## config.mk

```make
export PLATFORM = sky130hd
export DESIGN_NAME = dust_sensor_frame_decoder_flat
export DESIGN_NICKNAME = d
export VERILOG_FILES = /design/src/sv/dsfd_pkg.sv /design/src/sv/dsfd_if.sv /design/src/sv/dsfd_check.sv /design/src/sv/dust_sensor_frame_decoder.sv /design/src/flat_wrapper.sv
export SDC_FILE = /design/constraint.sdc
export NUM_CORES = 1
export LEC_CHECK = 0
export ABC_AREA = 0
export BUFFER_PORTS_ARGS = -buffer_cell sky130_fd_sc_hd__buf_4
export CORE_MARGIN = 2
export CORE_UTILIZATION = 60
export DETAILED_ROUTE_END_ITERATION = 7
export GPL_ROUTABILITY_DRIVEN = 1
export PLACE_DENSITY = 0.8
export SYNTH_ARGS = -nofsm -noshare
export SYNTH_HDL_FRONTEND = slang
export SYNTH_HIERARCHICAL = 1
export SYNTH_SLANG_ARGS = --single-unit
```

## constraint.sdc

```tcl
create_clock -name clk_i -period 9.17 [get_ports clk_i]
set_clock_uncertainty 0.15 [all_clocks]
set_input_delay 1.3755 -clock clk_i [delete_from_list [all_inputs] [get_ports clk_i]]
set_output_delay 1.3755 -clock clk_i [all_outputs]
set_load 0.05 [all_outputs]
```

## src/sv/dsfd_pkg.sv

```systemverilog
// Shared types and constants for the particulate sensor frame decoder.
// No dependencies; dsfd_check and the top level import this package.
`default_nettype none

package dsfd_pkg;

  localparam int unsigned FrameLen = 10;
  localparam int unsigned CntW     = $clog2(FrameLen + 1);

  localparam logic [7:0] HeadByte = 8'hAA;
  localparam logic [7:0] CmdByte  = 8'hC0;
  localparam logic [7:0] TailByte = 8'hAB;

  typedef logic [7:0] byte_t;
  typedef byte_t frame_t [FrameLen];
  typedef logic [CntW-1:0] cnt_t;

  typedef struct packed {
    logic        ok;
    logic [15:0] fine;
    logic [15:0] coarse;
  } chk_t;

endpackage

`default_nettype wire

```

## src/sv/dsfd_if.sv

```systemverilog
// Handshake channels of the frame decoder: received bytes in, readings out.
// No dependencies.
`default_nettype none

interface dsfd_rx_if;
  logic       valid;
  logic       ready;
  logic [7:0] rx_byte;

  modport source (output valid, output rx_byte, input ready);
  modport sink (input valid, input rx_byte, output ready);
endinterface

interface dsfd_res_if;
  logic        valid;
  logic        ready;
  logic [15:0] fine_dust_tenths;
  logic [15:0] coarse_dust_tenths;

  modport source (output valid, output fine_dust_tenths, output coarse_dust_tenths,
                  input ready);
  modport sink (input valid, input fine_dust_tenths, input coarse_dust_tenths,
                output ready);
endinterface

`default_nettype wire

```

## src/sv/dsfd_check.sv

```systemverilog
// Frame check: head, command, tail and checksum over a ten-byte window.
// Depends on dsfd_pkg.
`default_nettype none

module dsfd_check (
  input  dsfd_pkg::byte_t frame_i [dsfd_pkg::FrameLen],
  input  logic            full_i,
  output dsfd_pkg::chk_t  chk_o
);
  import dsfd_pkg::*;

  byte_t sum_lo;
  byte_t sum_hi;
  byte_t sum;

  assign sum_lo = frame_i[2] + frame_i[3] + frame_i[4];
  assign sum_hi = frame_i[5] + frame_i[6] + frame_i[7];
  assign sum    = sum_lo + sum_hi;

  always_comb begin
    chk_o.ok     = full_i && (frame_i[0] == HeadByte) && (frame_i[1] == CmdByte) &&
                   (frame_i[9] == TailByte) && (sum == frame_i[8]);
    chk_o.fine   = {frame_i[3], frame_i[2]};
    chk_o.coarse = {frame_i[5], frame_i[4]};
  end

endmodule

`default_nettype wire

```

## src/sv/dust_sensor_frame_decoder.sv

```systemverilog
// Top level of the particulate sensor frame decoder.
// Depends on dsfd_pkg, dsfd_if.sv and dsfd_check.
//
//   channel  dir  payload                                   transfer when
//   rx_i     in   rx_byte [7:0]                             valid && ready
//   res_o    out  fine_dust_tenths, coarse_dust_tenths     valid && ready
//
// One byte per cycle unless the input is stalled. A byte enters the window
// register on its transfer; the check runs in the next cycle and a good
// frame loads the result register. Reset empties the pipeline and the fill
// count; window contents need no reset. A stalled result holds the check
// stage, and the input stalls only when both are full.
`default_nettype none

module dust_sensor_frame_decoder (
  input  logic clk_i,
  input  logic rst_ni,
  dsfd_rx_if.sink    rx_i,
  dsfd_res_if.source res_o
);
  import dsfd_pkg::*;

  byte_t  frame_q [FrameLen];
  cnt_t   count_q;
  cnt_t   count_d;
  logic   chk_valid_q;
  logic   chk_valid_d;
  logic   out_valid_q;
  logic   out_valid_d;
  logic   [15:0] fine_q;
  logic   [15:0] coarse_q;
  logic   out_free;
  logic   in_xfer;
  logic   full;
  chk_t   chk;

  assign out_free = !out_valid_q || res_o.ready;
  assign rx_i.ready = !chk_valid_q || out_free;
  assign in_xfer = rx_i.valid && rx_i.ready;
  assign full = (count_q == cnt_t'(FrameLen));

  dsfd_check u_check (
    .frame_i (frame_q),
    .full_i  (full),
    .chk_o   (chk)
  );

  always_comb begin
    count_d = count_q;
    if (in_xfer && !full) begin
      count_d = count_q + cnt_t'(1);
    end
    chk_valid_d = chk_valid_q;
    if (in_xfer) begin
      chk_valid_d = 1'b1;
    end else if (out_free) begin
      chk_valid_d = 1'b0;
    end
    out_valid_d = out_valid_q;
    if (out_free) begin
      out_valid_d = chk_valid_q && chk.ok;
    end
  end

  always_ff @(posedge clk_i or negedge rst_ni) begin
    if (!rst_ni) begin
      count_q     <= '0;
      chk_valid_q <= 1'b0;
      out_valid_q <= 1'b0;
    end else begin
      count_q     <= count_d;
      chk_valid_q <= chk_valid_d;
      out_valid_q <= out_valid_d;
    end
  end

  always_ff @(posedge clk_i) begin
    if (in_xfer) begin
      for (int i = 0; i < FrameLen - 1; i++) begin
        frame_q[i] <= frame_q[i+1];
      end
      frame_q[FrameLen-1] <= rx_i.rx_byte;
    end
    if (out_free && chk_valid_q && chk.ok) begin
      fine_q   <= chk.fine;
      coarse_q <= chk.coarse;
    end
  end

  assign res_o.valid              = out_valid_q;
  assign res_o.fine_dust_tenths   = fine_q;
  assign res_o.coarse_dust_tenths = coarse_q;

  a_count_bound : assert property (@(posedge clk_i) disable iff (!rst_ni)
    count_q <= cnt_t'(FrameLen))
    else $error("fill count beyond frame length");

  a_result_needs_full : assert property (@(posedge clk_i) disable iff (!rst_ni)
    (out_free && chk_valid_q && !full) |=> !out_valid_q)
    else $error("result from a partly filled window");

  a_result_from_check : assert property (@(posedge clk_i) disable iff (!rst_ni)
    (out_free && !chk_valid_q) |=> !out_valid_q)
    else $error("result without a checked byte");

  a_ready_when_empty : assert property (@(posedge clk_i) disable iff (!rst_ni)
    !chk_valid_q |-> rx_i.ready)
    else $error("input stalled with empty check stage");

endmodule

`default_nettype wire
```

## src/flat_wrapper.sv

```systemverilog
// flat-port wrapper written by rule: the top's interface ports become plain ports
module dust_sensor_frame_decoder_flat import dsfd_pkg::*;
  (clk_i, rst_ni, rx_i_valid, rx_i_rx_byte, rx_i_ready, res_o_valid, res_o_fine_dust_tenths, res_o_coarse_dust_tenths, res_o_ready);
  dsfd_rx_if rx_i_i ();
  dsfd_res_if res_o_i ();
  input  logic clk_i;
  input  logic rst_ni;
  input wire logic [$bits(rx_i_i.valid)-1:0] rx_i_valid;
  input wire logic [$bits(rx_i_i.rx_byte)-1:0] rx_i_rx_byte;
  output wire logic [$bits(rx_i_i.ready)-1:0] rx_i_ready;
  output wire logic [$bits(res_o_i.valid)-1:0] res_o_valid;
  output wire logic [$bits(res_o_i.fine_dust_tenths)-1:0] res_o_fine_dust_tenths;
  output wire logic [$bits(res_o_i.coarse_dust_tenths)-1:0] res_o_coarse_dust_tenths;
  input wire logic [$bits(res_o_i.ready)-1:0] res_o_ready;
  assign rx_i_i.valid = rx_i_valid;
  assign rx_i_i.rx_byte = rx_i_rx_byte;
  assign rx_i_ready = rx_i_i.ready;
  assign res_o_valid = res_o_i.valid;
  assign res_o_fine_dust_tenths = res_o_i.fine_dust_tenths;
  assign res_o_coarse_dust_tenths = res_o_i.coarse_dust_tenths;
  assign res_o_i.ready = res_o_ready;
  dust_sensor_frame_decoder u_core (.clk_i(clk_i), .rst_ni(rst_ni), .rx_i(rx_i_i), .res_o(res_o_i));
endmodule
```

==> results of run 1 <==
[cell type report]
cell class                 instances  area, µm²  share of cell area
sequential                       118       3510               0.599
inverter                          42        158              0.0269
timing repair buffer              45        338              0.0576
clock buffer                      17        414              0.0706
multi-input combinational         93       1130               0.193
tap                              105        131              0.0224
clock inverter                    15        179              0.0305
[power groups by stage]
| stage | clock network [mW] | logic [mW] | registers (mW) |
|---|---|---|---|
| finish | 0.652 | 0.265 | 0.651 |
| global placement | 0 | 0.247 | 0.659 |
| CTS | 0.664 | 0.264 | 0.652 |
| floorplan | 0 | 0.218 | 0.654 |
| detailed placement | 0 | 0.260 | 0.661 |
| global route | 0.690 | 0.297 | 0.656 |
[critical path: stages (launching register included)]
cell	delay (ns)
edfxtp_1	0.44
fa_1	0.57
inv_1	0.06
fa_1	0.48
fa_1	0.55
inv_1	0.04
ha_1	0.22
fa_1	0.47
xor2_1	0.18
nor4_1	0.31
nand4_1	0.16
nor3b_2	0.20
nand2_1	0.11
a21oi_4	0.80
[cells by family after synthesis]
| family | count (synthesis) |
|---|---|
| AOI/OAI and AO/OA | 10 |
| xor gates and xnor gates | 21 |
| adders and majority gates | 35 |
| buffers and inverters | 74 |
| DFF | 118 |
| muxes | 2 |
| and+or+nand+nor | 25 |
[worst paths after layout]
path / slack, ns / depth (start not counted) / to / start
max: 4.04 / 13 / u_core/res_o.coarse_dust_tenths[8]$_DFFE_PP_ / u_core/frame_q[42]$_DFFE_PP_
min: 0.30 / 0 / u_core/frame_q[13]$_DFFE_PP_ / u_core/frame_q[5]$_DFFE_PP_
max reg2reg: 4.04 / 13 / u_core/res_o.coarse_dust_tenths[8]$_DFFE_PP_ / u_core/frame_q[42]$_DFFE_PP_
min reg2reg: 0.30 / 0 / u_core/frame_q[13]$_DFFE_PP_ / u_core/frame_q[5]$_DFFE_PP_
max in group asynchronous: 8.25 / 1 / u_core/count_q[0]$_DFFE_PN0P_ / rst_ni
min in group asynchronous: 0.51 / 1 / u_core/count_q[3]$_DFFE_PN0P_ / rst_ni
[flip-flops by register name, indices dropped and copies added (netlist names)]
register,count
u_core/chk_valid_q,1
u_core/res_o.coarse_dust_tenths,16
u_core/count_q,4
u_core/res_o.fine_dust_tenths,16
u_core/res_o.valid,1
u_core/frame_q,80
[per-layer routing]
metal / vias up / wire length (µm) / GRT usage
met4: 0 / 104 / 0.0750
met3: 10 / 285 / 0.0680
met1: 1151 / 3140 / 0.236
met5: - / 0 / 0
li1: 1021 / - / -
met2: 62 / 3840 / 0.296
[placed cells by master, fill, tap and decap left out, types with 2 or more instances in the layout]
cell type and count:
xor2_1 7, fa_1 27, buf_4 45, clkinv_4 3
edfxtp_1 112, nand3_1 3, bufinv_16 3, nand4_1 3
clkinv_2 2, inv_6 3, ha_1 8, inv_1 42
xnor2_1 12, nand2_1 3, a21oi_1 3, dfrtp_1 6
clkbuf_16 16, nor2_1 2, o21ai_0 2, clkinvlp_4 3
nor4_1 3
==> impl_metrics.csv, run 1 <==
group,metric,value,unit
run_status,status,"complete, no violations",
synthesis,synth_cell_types,34,
global_routing,grt_pass1_wl,11900,µm
synthesis,syn_area,5030,µm²
global_routing,antenna_found_initial,0,
flow_run,max_cap_violations,0,
drt,drt-total-wl,7380,µm
global_routing,first_global_vias,2344,
cts,h-tree-depth,4,
global_routing,grt_max_degree,81,
timing,setup_viol,0,
finish,drive_gt1_frac,0.258,
finish,diodes,0,
timing,rsz0062_at_grt,"false",
drt,drc,0,
die,core-area,8180,µm²
power,ir_worst_vdd,0.000166,V
die,start_util,0.615,
drt,routed_via_density,5.16,
place,dp_slack,4.04,ns
timing,max_clock_freq,0.195,GHz
timing,finalWorstSetupSlack,4.04,ns
cts,insertion_delay,0.51,ns
timing,period_needed,5.13,ns
synthesis,synth_mux_area_frac,0.00498,
cts,cts.sinks,118,
setup_path,worstPathRequired,9.14,ns
cts,clockBufferDepth,2,
power,p_leak,2.31,nW
synthesis,synth_top_area_share,0.669,
place,dpl.cell_count,403,
cts,root_buffer,"clkbuf_8",
cts,post_cts.repair.setup_buffers,0,
finish,stdcell_area,5860,µm²
synthesis,yosys_warnings,6,
drt,drtIter0Drc,176,
drt,routedWlPerCell,17.0,µm
power,power.density,268,nW/µm²
die,die_h,95.5,µm
die,die_area,9130,µm²
timing,tightestPinTransition,1.04,ns
finish,utilization,0.717,
power,power_switching,0.399,mW
synthesis,synth_common_cells,"edfxtp_1, inv_1, buf_4",
synthesis,synth-compound-area-share,0.0129,
power,pwr-share-seq,0.415,
power,total_power,1.57,mW
synthesis,synth_edf_count,112,
power,intPower,1.17,mW
synthesis,synth_adder_area_share,0.127,
global_routing,track_usage,0.187,
hold_path,hp-class,"reg2reg",
synthesis,synthXorXnorAreaFrac,0.0408,
place,gp_congestion,0.826,
synthesis,yosysMostFrequentCell,"edfxtp_1",
finish,nNetsFinal,364,
drt,num_vias,2244,
power,power_frac_comb,0.169,
die,ios,46,
timing,finalHoldViolCount,0,
place,dpl-instance-area,5270,µm²
synthesis,ys_async_sr_fraction,0.0508,
setup_path,crit_type,"reg2reg",
setup_path,endpoint_kind,"register",
cts,clk_pin_slew,0.06,ns
timing,slew-limit-headroom,0.305,
die,die_w,95.5,µm
cts,cts_resized,0,
cts,hold_buffers,0,
drt,dr.pass1.iters,6,
setup_path,crit_fanout,32,
synthesis,synth_simple_gate_area_frac,0.0361,
power,clkPwrFrac,0.416,
synthesis,synth_top_area_cell,"edfxtp_1",
place,io_buffers,45,
timing,slew_violations,0,
cts,cts_tree,"yes",
finish,area_delta_synth_final,16.6,%
timing,whs,0.303,ns
finish,final_cells,435,
setup_path,arrival,5.10,ns
synthesis,synthTopCellsByArea,"edfxtp_1, fa_1, buf_4",
global_routing,grt_overflow,0,
place,dpl.hpwl,4690,µm
power,switching_share,0.254,
die,fp-row-count,33,
synthesis,avgSynthCellArea,17.6,µm²
cts,cts_buffers,17,
synthesis,synthFlopType,"edfxtp_1",
synthesis,syn_nets,332,
timing,fin_tns_setup,0,ns
timing,finalCritPeriodShare,0.560,
synthesis,ys_seq_elements,118,
synthesis,ys_seq_area_frac,0.699,
setup_path,worst_setup_path_start_kind,"register",
finish,n_fill_cell,497,
drt,ant_nets,0,
synthesis,synth_top_family_by_area,"adder cells",
synthesis,syn_inst,285,
(Power assumes the default switching activity.)
==> run 2, diff against run 1 <==
--- a/config.mk
+++ b/config.mk
@@ -5,13 +5,13 @@
 export SDC_FILE = /design/constraint.sdc
 export NUM_CORES = 1
 export LEC_CHECK = 0
-export ABC_AREA = 0
+export ABC_AREA = 1
 export BUFFER_PORTS_ARGS = -buffer_cell sky130_fd_sc_hd__buf_4
 export CORE_MARGIN = 2
-export CORE_UTILIZATION = 60
+export CORE_UTILIZATION = 59
 export DETAILED_ROUTE_END_ITERATION = 7
 export GPL_ROUTABILITY_DRIVEN = 1
-export PLACE_DENSITY = 0.8
+export PLACE_DENSITY = 0.79
 export SYNTH_ARGS = -nofsm -noshare
 export SYNTH_HDL_FRONTEND = slang
 export SYNTH_HIERARCHICAL = 1
==> constraint.sdc (replaced) <==
create_clock -name clk_i -period 5.25 [get_ports clk_i]
set_clock_uncertainty 0.15 [all_clocks]
set_input_delay 0.7875 -clock clk_i [delete_from_list [all_inputs] [get_ports clk_i]]
set_output_delay 0.7875 -clock clk_i [all_outputs]
set_load 0.05 [all_outputs]
==> run 2 against run 1 <==
Compared with the run above:
- global-route usage fell by 0.070 points
- sequential power up 75%
- sequential share of layout area is 2.5 points lower
- clock power up 73%
- largest cell class unchanged
- highest routed layer unchanged
==> impl_metrics.csv, run 2 <==
group,metric,value,unit
finish,final_common_cell,"edfxtp_1",
cts,cts_buffers,17,
flow_run,max_cap_violations,0,
timing,finalCritPeriodShare,0.882,
place,dpl.hpwl,5480,µm
timing,fin_tns_setup,0,ns
die,ios,46,
synthesis,synth_cell_types,26,
drt,drc,0,
finish,utilization,0.702,
drt,ant_nets,0,
finish,largest-register,"u_core/frame_q",
synthesis,syn_nets,424,
finish,final_cell_mix,"edfxtp_1, inv_1, nand2_1",
synthesis,synth_top_area_share,0.636,
timing,setup_viol,0,
global_routing,track_usage,0.186,
timing,whs,0.293,ns
drt,routedWlPerCell,15.6,µm
timing,tightestPinTransition,0.937,ns
cts,root_buffer,"clkbuf_8",
synthesis,synth_common_cells,"edfxtp_1, inv_1, nand2_1",
finish,largest_reg_flops,80,
drt,drtIter0Drc,118,
setup_path,endpoint_kind,"register",
finish,area_delta_synth_final,15.8,%
synthesis,synth_top_area_cell,"edfxtp_1",
timing,rsz0062_at_grt,"false",
place,dp_slack,0.809,ns
power,power.density,461,nW/µm²
synthesis,yosysMostFrequentCell,"edfxtp_1",
synthesis,yosys_warnings,6,
setup_path,crit_fanout,17,
timing,period_needed,4.63,ns
finish,diodes,0,
cts,cts_tree,"yes",
synthesis,synthTopCellsByArea,"edfxtp_1, fa_1, inv_1",
drt,num_vias,2717,
global_routing,grt_overflow,0,
synthesis,synth_edf_count,112,
synthesis,synthFlopType,"edfxtp_1",
timing,slew-limit-headroom,0.374,
setup_path,worstPathRequired,5.28,ns
cts,cts_resized,0,
power,ir_worst_vdd,0.000247,V
die,die_area,9730,µm²
hold_path,hp-class,"reg2reg",
global_routing,antenna_found_initial,0,
setup_path,worst_setup_path_start_kind,"register",
finish,nNetsFinal,459,
die,die_h,98.6,µm
die,die_w,98.6,µm
drt,dr.pass1.iters,5,
cts,h-tree-depth,4,
place,io_buffers,45,
cts,cts.sinks,118,
finish,multi_input_area,1250,µm²
synthesis,ys_async_sr_fraction,0.0508,
timing,finalWorstSetupSlack,0.620,ns
drt,routed_via_density,5.12,
run_status,status,"complete, no violations",
setup_path,arrival,4.66,ns
synthesis,ys_seq_elements,118,
timing,finalHoldViolCount,0,
setup_path,crit_type,"reg2reg",
global_routing,first_global_vias,2830,
drt,drt-total-wl,8270,µm
synthesis,avgSynthCellArea,14.0,µm²
cts,insertion_delay,0.50,ns
finish,n_fill_cell,551,
die,fp-row-count,34,
place,gp_congestion,0.778,
cts,clk_pin_slew,0.05,ns
timing,slew_violations,0,
die,core-area,8720,µm²
synthesis,syn_area,5290,µm²
global_routing,grt_pass1_wl,13500,µm
die,start_util,0.606,
global_routing,grt_max_degree,48,
power,p_leak,2.56,nW
cts,clockBufferDepth,2,
timing,max_clock_freq,0.216,GHz
finish,seq_area,3510,µm²
setup_path,reg2reg_setup_slack,0.62,ns
finish,drive_gt1_frac,0.225,
synthesis,syn_inst,377,
synthesis,ys_seq_area_frac,0.665,
==> run 2: cell types whose count changed in the layout (fill, tap and decap cells not counted), sizes merged, moves of 3 or more <==
cell	before	now
nor2	2	16
xor2	7	4
xnor2	13	4
inv	45	71
nand3	4	14
nor4	3	0
nand2	3	65
buf	45	48
nand4	3	6
==> run 2: kinds of logic (layout without fill, tap and decap cells) <==
group,count (synthesis),after routing,share of synthesized area
flip-flops,118,118,0.665
AO/OA/AOI/OAI,5,5,0.00592
buffers and inverters,106,152,0.0999
adder cells (fa/ha/maj),35,35,0.121
XOR/XNOR,8,8,0.0133
AND/OR/NAND/NOR,105,105,0.0949
==> run 2: where the power goes <==
part,leakage (nW),internal (mW),switching (mW)
registers,1.15,1.09,0.0491
logic,1.14,0.225,0.326
clock network,0.272,0.758,0.372
total,2.56,2.07,0.747
==> run 2: final timing paths <==
| path | cells past startpoint | to | from |
|---|---|---|---|
| hold reg to reg | 0 | u_core/frame_q[76]$_DFFE_PP_ | u_core/frame_q[68]$_DFFE_PP_ |
| max in group asynchronous | 2 | u_core/res_o.valid$_DFFE_PN0P_ | rst_ni |
| setup reg to reg | 18 | u_core/res_o.coarse_dust_tenths[9]$_DFFE_PP_ | u_core/frame_q[42]$_DFFE_PP_ |
| setup / recovery | 18 | u_core/res_o.coarse_dust_tenths[9]$_DFFE_PP_ | u_core/frame_q[42]$_DFFE_PP_ |
| min in group asynchronous | 2 | u_core/count_q[3]$_DFFE_PN0P_ | rst_ni |
| hold / removal | 0 | u_core/frame_q[76]$_DFFE_PP_ | u_core/frame_q[68]$_DFFE_PP_ |
==> run 2: layout make-up <==
class,count,share of cell area
Sequential cell,118,0.574
Multi-Input combinational cell,153,0.204
Clock buffer,19,0.0689
Timing Repair Buffer,49,0.0605
Inverter,73,0.0452
Clock inverter,11,0.0260
Tap cell,108,0.0221
==> run 2: what timing repair did <==
item | in CTS | in global routing
hold endpoints to repair | 6 | 0
hold buffers | 1 | 0
setup buffers | 0 | 0
endpoints found under the setup margin | 0 | 0
==> run 2: through the flow <==
step	power [mW]	std cells	cell area, µm²
6_report	2.82	531	6120
5_1_grt	2.97	531	6120
2_1_floorplan	1.60	377	5290
4_1_cts	2.84	531	6120
3_3_place_gp	1.65	500	5530
3_5_place_dp	1.69	500	5530
==> run 2: worst max-delay path, stage by stage, from the launching register on <==
cell and delay, ns:
edfxtp_1 0.43, fa_1 0.60, inv_1 0.08, fa_1 0.51, fa_1 0.59, inv_1 0.06
ha_1 0.23, fa_1 0.52, inv_1 0.04, nand2_1 0.05, o211ai_1 0.08, nor2_1 0.11
nand2_1 0.06, nor2_1 0.11, nand4_1 0.11, a21oi_2 0.12, inv_1 0.07, nor2_2 0.13
buf_4 0.26
==> run 2: routing by layer <==
metal | routed length (µm) | up-vias | GRT usage | share of wire
met5 | 0 | - | 0 | 0
met4 | 92 | 0 | 0.0759 | 0.011
met1 | 3380 | 1373 | 0.234 | 0.41
met2 | 4360 | 74 | 0.302 | 0.53
li1 | - | 1261 | - | -
met3 | 435 | 9 | 0.0603 | 0.053
